$ cat config.mk
export PLATFORM = sky130hd
export DESIGN_NAME = trial_division_prime_test_top
export DESIGN_NICKNAME = d
export VERILOG_FILES = /design/src/design/tdpt_pkg.sv /design/src/design/tdpt_datapath.sv /design/src/design/tdpt_ctrl.sv /design/src/design/trial_division_prime_test_top.sv
export SDC_FILE = /design/constraint.sdc
export NUM_CORES = 1
export LEC_CHECK = 0
export ABC_CLOCK_PERIOD_IN_PS = 4550
export BUFFER_PORTS_ARGS = -buffer_cell sky130_fd_sc_hd__buf_2
export CAP_MARGIN = 20
export CORE_MARGIN = 1.5
export CORE_UTILIZATION = 36
export DETAILED_ROUTE_END_ITERATION = 12
export PLACE_DENSITY_LB_ADDON = 0.12
export SLEW_MARGIN = 10
export SYNTH_ARGS = -nofsm -noshare
export SYNTH_HDL_FRONTEND = slang
export SYNTH_SLANG_ARGS = --single-unit
$ cat constraint.sdc
create_clock -name clk -period 4.55 [get_ports clk]
set_input_delay 0.2275 -clock clk [delete_from_list [all_inputs] [get_ports clk]]
set_output_delay 0.2275 -clock clk [all_outputs]
set_load 0.01 [all_outputs]
$ cat src/design/tdpt_pkg.sv
// ============================================================================
// tdpt_pkg: shared types and constants for the trial division prime test
// Command and status bundles between controller and datapath.
// ============================================================================
package tdpt_pkg;

    // default operand width, two's complement
    localparam int VALUE_WIDTH_DEF = 32;

    // first trial divisor and its square
    localparam int FIRST_DIVISOR = 2;
    localparam int FIRST_SQUARE  = FIRST_DIVISOR * FIRST_DIVISOR;

    typedef struct packed {
        logic load;      // capture operand, reset divisor to 2
        logic div_init;  // start remainder for current divisor
        logic div_step;  // one restoring remainder step
        logic next_div;  // advance divisor and its square
    } tdpt_cmd_t;

    typedef struct packed {
        logic too_low;   // operand negative or below 2
        logic bound_ok;  // divisor squared <= operand
        logic div_last;  // current step is the last remainder step
        logic rem_zero;  // remainder of last division is zero
    } tdpt_sts_t;

endpackage

$ cat src/design/tdpt_datapath.sv
// ============================================================================
// tdpt_datapath: operand, divisor, square and radix-2 remainder unit
// One remainder bit per cycle; divisor square kept by running sum.
// ============================================================================
module tdpt_datapath
    import tdpt_pkg::*;
#(
    parameter int VALUE_WIDTH = VALUE_WIDTH_DEF
)
(
    input  logic                   clk,
    input  logic                   rst_n,
    input  logic [VALUE_WIDTH-1:0] number,
    input  tdpt_cmd_t              cmd,
    output tdpt_sts_t              sts
);

    localparam int MAG_WIDTH = VALUE_WIDTH - 1;
    localparam int CNT_WIDTH = $clog2(MAG_WIDTH);
    localparam logic [CNT_WIDTH-1:0] LAST_STEP = CNT_WIDTH'(MAG_WIDTH - 1);

    logic                   neg_reg;
    logic [MAG_WIDTH-1:0]   val_reg;
    logic [VALUE_WIDTH-1:0] div_reg;
    logic [VALUE_WIDTH-1:0] sq_reg;
    logic [VALUE_WIDTH-1:0] rem_reg;
    logic [MAG_WIDTH-1:0]   dvd_reg;
    logic [CNT_WIDTH-1:0]   cnt_reg;

    logic [VALUE_WIDTH-1:0] trial;
    logic [VALUE_WIDTH-1:0] rem_next;
    logic [VALUE_WIDTH-1:0] sq_next;

    // shift in next dividend bit, subtract divisor if it fits
    always_comb
    begin
        trial = {rem_reg[VALUE_WIDTH-2:0], dvd_reg[MAG_WIDTH-1]};
        if (trial >= div_reg)
        begin
            rem_next = trial - div_reg;
        end
        else
        begin
            rem_next = trial;
        end
        // (d+1)^2 = d^2 + 2d + 1
        sq_next = sq_reg + {div_reg[VALUE_WIDTH-2:0], 1'b1};
    end

    always_ff @(posedge clk or negedge rst_n)
    begin
        if (!rst_n)
        begin
            cnt_reg <= '0;
        end
        else if (cmd.div_init)
        begin
            cnt_reg <= '0;
        end
        else if (cmd.div_step)
        begin
            cnt_reg <= cnt_reg + 1'b1;
        end
    end

    always_ff @(posedge clk)
    begin
        if (cmd.load)
        begin
            neg_reg <= number[VALUE_WIDTH-1];
            val_reg <= number[MAG_WIDTH-1:0];
            div_reg <= VALUE_WIDTH'(FIRST_DIVISOR);
            sq_reg  <= VALUE_WIDTH'(FIRST_SQUARE);
        end
        else if (cmd.next_div)
        begin
            div_reg <= div_reg + 1'b1;
            sq_reg  <= sq_next;
        end
        if (cmd.div_init)
        begin
            rem_reg <= '0;
            dvd_reg <= val_reg;
        end
        else if (cmd.div_step)
        begin
            rem_reg <= rem_next;
            dvd_reg <= {dvd_reg[MAG_WIDTH-2:0], 1'b0};
        end
    end

    assign sts.too_low  = neg_reg || (val_reg < MAG_WIDTH'(FIRST_DIVISOR));
    assign sts.bound_ok = sq_reg <= {1'b0, val_reg};
    assign sts.div_last = cnt_reg == LAST_STEP;
    assign sts.rem_zero = rem_reg == '0;

endmodule

$ cat src/design/tdpt_ctrl.sv
// ============================================================================
// tdpt_ctrl: sequencer for the trial division loop
// Drives the datapath, issues busy and the one-cycle result strobe.
// ============================================================================
module tdpt_ctrl
    import tdpt_pkg::*;
(
    input  logic      clk,
    input  logic      rst_n,
    input  logic      start,
    input  tdpt_sts_t sts,
    output tdpt_cmd_t cmd,
    output logic      busy,
    output logic      done,
    output logic      prime
);

    localparam logic [1:0] ST_IDLE = 2'd0;
    localparam logic [1:0] ST_TEST = 2'd1;
    localparam logic [1:0] ST_DIV  = 2'd2;
    localparam logic [1:0] ST_EVAL = 2'd3;

    logic [1:0] state_reg, state_next;
    logic       done_reg, done_next;
    logic       prime_reg, prime_next;

    always_comb
    begin
        state_next = state_reg;
        done_next  = 1'b0;
        prime_next = prime_reg;
        cmd        = '0;
        case (state_reg)
            ST_IDLE:
            begin
                if (start)
                begin
                    cmd.load   = 1'b1;
                    state_next = ST_TEST;
                end
            end
            ST_TEST:
            begin
                if (sts.too_low)
                begin
                    done_next  = 1'b1;
                    prime_next = 1'b0;
                    state_next = ST_IDLE;
                end
                else if (!sts.bound_ok)
                begin
                    done_next  = 1'b1;
                    prime_next = 1'b1;
                    state_next = ST_IDLE;
                end
                else
                begin
                    cmd.div_init = 1'b1;
                    state_next   = ST_DIV;
                end
            end
            ST_DIV:
            begin
                cmd.div_step = 1'b1;
                if (sts.div_last)
                begin
                    state_next = ST_EVAL;
                end
            end
            ST_EVAL:
            begin
                if (sts.rem_zero)
                begin
                    done_next  = 1'b1;
                    prime_next = 1'b0;
                    state_next = ST_IDLE;
                end
                else
                begin
                    cmd.next_div = 1'b1;
                    state_next   = ST_TEST;
                end
            end
            default:
            begin
                state_next = ST_IDLE;
            end
        endcase
    end

    always_ff @(posedge clk or negedge rst_n)
    begin
        if (!rst_n)
        begin
            state_reg <= ST_IDLE;
            done_reg  <= 1'b0;
            prime_reg <= 1'b0;
        end
        else
        begin
            state_reg <= state_next;
            done_reg  <= done_next;
            prime_reg <= prime_next;
        end
    end

    assign busy  = state_reg != ST_IDLE;
    assign done  = done_reg;
    assign prime = prime_reg;

endmodule

$ cat src/design/trial_division_prime_test_top.sv
// ============================================================================
// trial_division_prime_test_top: primality test by trial division
// Controller plus datapath with a bit-serial remainder unit.
// ============================================================================
// Usage:
//   Raise start with number valid while busy is low; the request is taken
//   at that edge and busy goes high the next cycle. number is two's
//   complement; negative values, 0 and 1 report not prime.
//   done is high for exactly one cycle with the answer on prime, which
//   keeps it; busy is low in that cycle, so a new request may go with it.
//   The receiver cannot stall: done is a strobe, not a handshake.
// Sequence:
//   Each divisor tried takes VALUE_WIDTH - 1 remainder steps, one bound
//   test and one check.
//   The remainder unit retires one dividend bit per cycle and sets the rate.
//   Divisors run upward from 2 while divisor squared <= number, so the worst
//   case at 32 bits (a prime near 2^31) tries 46339 divisors.
// Reset:
//   rst_n is asynchronous, active low; the block returns idle, no strobe.
//   No state but the last answer on prime carries over between requests.
// ============================================================================
module trial_division_prime_test_top
    import tdpt_pkg::*;
#(
    parameter int VALUE_WIDTH = VALUE_WIDTH_DEF
)
(
    input  logic                   clk,
    input  logic                   rst_n,
    input  logic                   start,
    input  logic [VALUE_WIDTH-1:0] number,
    output logic                   busy,
    output logic                   done,
    output logic                   prime
);

    tdpt_cmd_t cmd;
    tdpt_sts_t sts;

    // sequencer: bound test, remainder loop, verdict
    tdpt_ctrl u_ctrl (
        .clk   (clk),
        .rst_n (rst_n),
        .start (start),
        .sts   (sts),
        .cmd   (cmd),
        .busy  (busy),
        .done  (done),
        .prime (prime)
    );

    // operand, divisor, running square and remainder unit
    tdpt_datapath #(
        .VALUE_WIDTH (VALUE_WIDTH)
    ) u_datapath (
        .clk    (clk),
        .rst_n  (rst_n),
        .number (number),
        .cmd    (cmd),
        .sts    (sts)
    );

    // ------------------------------------------------------------------------
    // Assertions
    // ------------------------------------------------------------------------

    // a taken request always starts work
    a_start_busy: assert property (@(posedge clk) disable iff (!rst_n)
        (start && !busy) |=> busy)
        else $error("request accepted but block not busy");

    // result strobe comes only as the block returns to idle
    a_done_idle: assert property (@(posedge clk) disable iff (!rst_n)
        done |-> (!busy && $past(busy)))
        else $error("done without completing a request");

    // one result per request: strobe lasts a single cycle
    a_done_pulse: assert property (@(posedge clk) disable iff (!rst_n)
        done |=> !done)
        else $error("done held for more than one cycle");

endmodule
==> reports/qor.csv <==
metric,value,unit
ys_seq_elements,168,
drc_errors,0,
antennaDiodeCount,0,
drive_above_1_share,0.105,
avgSynthCellArea,8.91,um2
routed_wirelength,28400,um
post_cts_buffers,0,
p_leak,5.17,nW
synth_ff_type,dfxtp_1,
viasPerCell,5.35,
tightest_slew,1050,ps
p_per_area,599,nW/um2
slew_violations,0,
stdcell_area,12400,um2
synth_top_area_frac,0.177,
fin_crit,3740,ps
max_freq,0.267,GHz
port_buffers,37,
fp.dieW,176,um
overflow,0,
grtUsageTotal,0.187,
io_pins,38,
finalCritPeriodShare,0.822,
clk_pin_slew,80,ps
start_kind,flip-flop,
use_met3,0.0226,
peakVddDrop,0.000356,V
clock_latency,440,ps
r2r_end,u_datapath.dvd_reg[30]$_DFFE_PP_,
worst_setup_path_end_kind,flip-flop,
worst-path-max-fanout,31,
fin_hold_ws,197,ps
seq_area_frac_synth,0.373,
numCtsBuffers,17,
cp_slowest_cell,a211oi_1,
setup_viol,0,
use_met1,0.269,
dpl_cell_area,11500,um2
required,4720,ps
drtAntennaViolNets,0,
chipHeight,176,um
ys_types,75,
r2r_slack,810,ps
htreeDepth,4,
slew_headroom,0.303,
first_pass_iters,5,
met2_usage,0.293,
die-area,31100,um2
layout.nets,1410,
wl_per_cell,16.9,um
syn_to_final_growth,14.1,%
rr_startpoint,u_datapath.val_reg[21]$_DFFE_PP_,
status,completed,
synthCells,1216,
netlist_top_cells_count,"nand2_1, dfxtp_1, ha_1",
critical_path_buf_inv_count,2,
syn_area,10800,um2
ys_top_cells_by_area,"dfxtp_1, edfxtp_1, ha_1",
grt_pass1_vias,8333,
yosys.area.top_type,dfxtp_1,
start_util,0.365,
crit_family,compound AO/OA/AOI/OAI gates,
rsz0062_at_grt,false,
ys_warn_count,0,
cts_sinks,168,
skew,16.9,ps
root_buffer,clkbuf_16,
reg2regPathDepth,10,
finalWeightedCongestion,0.839,
path_cells,inv_1 > ha_1 > a21o_1 > a21o_1 > a21o_1 > a211oi_1 > nand3_1 > a21oi_4 > buf_4 > mux2_2,
grt_pass1_wl,45200,um
syn_nets,1349,
timing_worst_setup_path_type,reg -> reg,
tns,0,ps
synthArstFlopShare,0.0536,
drt-initial-drc-count,549,
cp_common_cell,a21o_1,
cts_tree,built,
cp.arrival,3910,ps
rows,63,
clockBufferDepth,2,
yosys.cell_count.top_type,nand2_1,
core-area,29600,um2
vias,8985,
ctsResizeCount,0,
max_stage_delay,530,ps
top_usage_layer,met2,
synth_edf_count,63,
grt_start_max_net_pins,88,
hold_path.class,in -> async,
dpl.hpwl,21200,um
maxCapViolations,0,
antenna_found_initial,1,
hold_viol,0,
-- worst reg2reg max path: stages (launching register included) --
cell and delay [ps]:
edfxtp_1 430, inv_1 90, ha_1 230, a21o_1 170, a21o_1 180, a21o_1 180, a211oi_1 530, nand3_1 260
a21oi_4 490, buf_4 460, mux2_2 470
-- area by class of cell --
| cell class | instances | area [um2] |
|---|---|---|
| sequential | 168 | 4040 |
| timing repair buffer | 82 | 606 |
| clock inverter | 13 | 139 |
| fill | 3002 | 17300 |
| multi-input combinational | 921 | 6320 |
| tap | 390 | 488 |
| inverter | 87 | 328 |
| clock buffer | 19 | 433 |
-- routing by layer --
| metal | wire [um] | vias up |
|---|---|---|
| li1 | - | 4543 |
| met1 | 14700 | 4326 |
| met2 | 12800 | 98 |
| met3 | 546 | 18 |
| met4 | 386 | 0 |
| met5 | 0 | - |
-- metrics by stage --
stage | utilization | std cells | setup slack, ps | total power [mW]
floorplan | - | 1216 | 1290 | 5.03
global placement | 0.386 | 1615 | 864 | 5.94
detailed placement | 0.386 | 1615 | 818 | 5.94
CTS | 0.417 | 1680 | 796 | 7.45
global route | 0.417 | 1680 | 640 | 7.95
finish | 0.417 | 1680 | 809 | 7.39
-- logic make-up after synthesis --
| kind of cell | Yosys count | share of synthesized area |
|---|---|---|
| AND/OR/NAND/NOR | 394 | 0.176 |
| AO/OA/AOI/OAI | 314 | 0.190 |
| flip-flops | 168 | 0.373 |
| buffers and inverters | 127 | 0.0451 |
| adder cells (fa/ha/maj) | 98 | 0.115 |
| XOR/XNOR | 72 | 0.0582 |
| multiplexers | 43 | 0.0433 |
-- layout by cell type (no fill, tap or decap), drive strengths merged, types with 10 or more instances in the layout --
cell           n
and3          12
xor2          18
o21a          15
dlygate4sd3   33
xnor2         54
dfxtp         96
mux2          31
clkbuf        19
a21oi         94
nor3          32
a211oi        14
nor4          26
nand3         32
or3           10
and2          10
nand2        117
mux2i         12
nand4         22
edfxtp        63
inv           90
nor2          91
buf           49
o21ai         78
a21o          38
ha            96
-- how the worst max path moves through the flow --
stage	startpoint	endpoint	slack (ps)	cells past startpoint
2_1_floorplan	u_datapath.val_reg[21]$_DFFE_PP_	u_datapath.dvd_reg[0]$_SDFFCE_PN0P_	1290	11
3_3_place_gp	u_datapath.val_reg[21]$_DFFE_PP_	u_datapath.dvd_reg[30]$_DFFE_PP_	860	10
3_5_place_dp	u_datapath.val_reg[21]$_DFFE_PP_	u_datapath.dvd_reg[30]$_DFFE_PP_	820	10
4_1_cts	u_datapath.val_reg[21]$_DFFE_PP_	u_datapath.dvd_reg[30]$_DFFE_PP_	800	10
5_1_grt	u_datapath.val_reg[21]$_DFFE_PP_	u_datapath.dvd_reg[30]$_DFFE_PP_	640	10
6_report	u_datapath.val_reg[21]$_DFFE_PP_	u_datapath.dvd_reg[30]$_DFFE_PP_	810	10
-- power by group --
group | leakage, nW | internal [mW] | total [mW] | switching, mW
clock network | 0.273 | 0.770 | 1.45 | 0.678
logic | 3.41 | 1.46 | 3.61 | 2.15
registers | 1.49 | 2.04 | 2.34 | 0.298
-- what timing repair did --
action,in CTS,in global routing
endpoints found under the hold margin,41,0
setup endpoints to repair,0,0
hold buffers,33,0
Note: power is estimated with default switching activity, not from simulation.
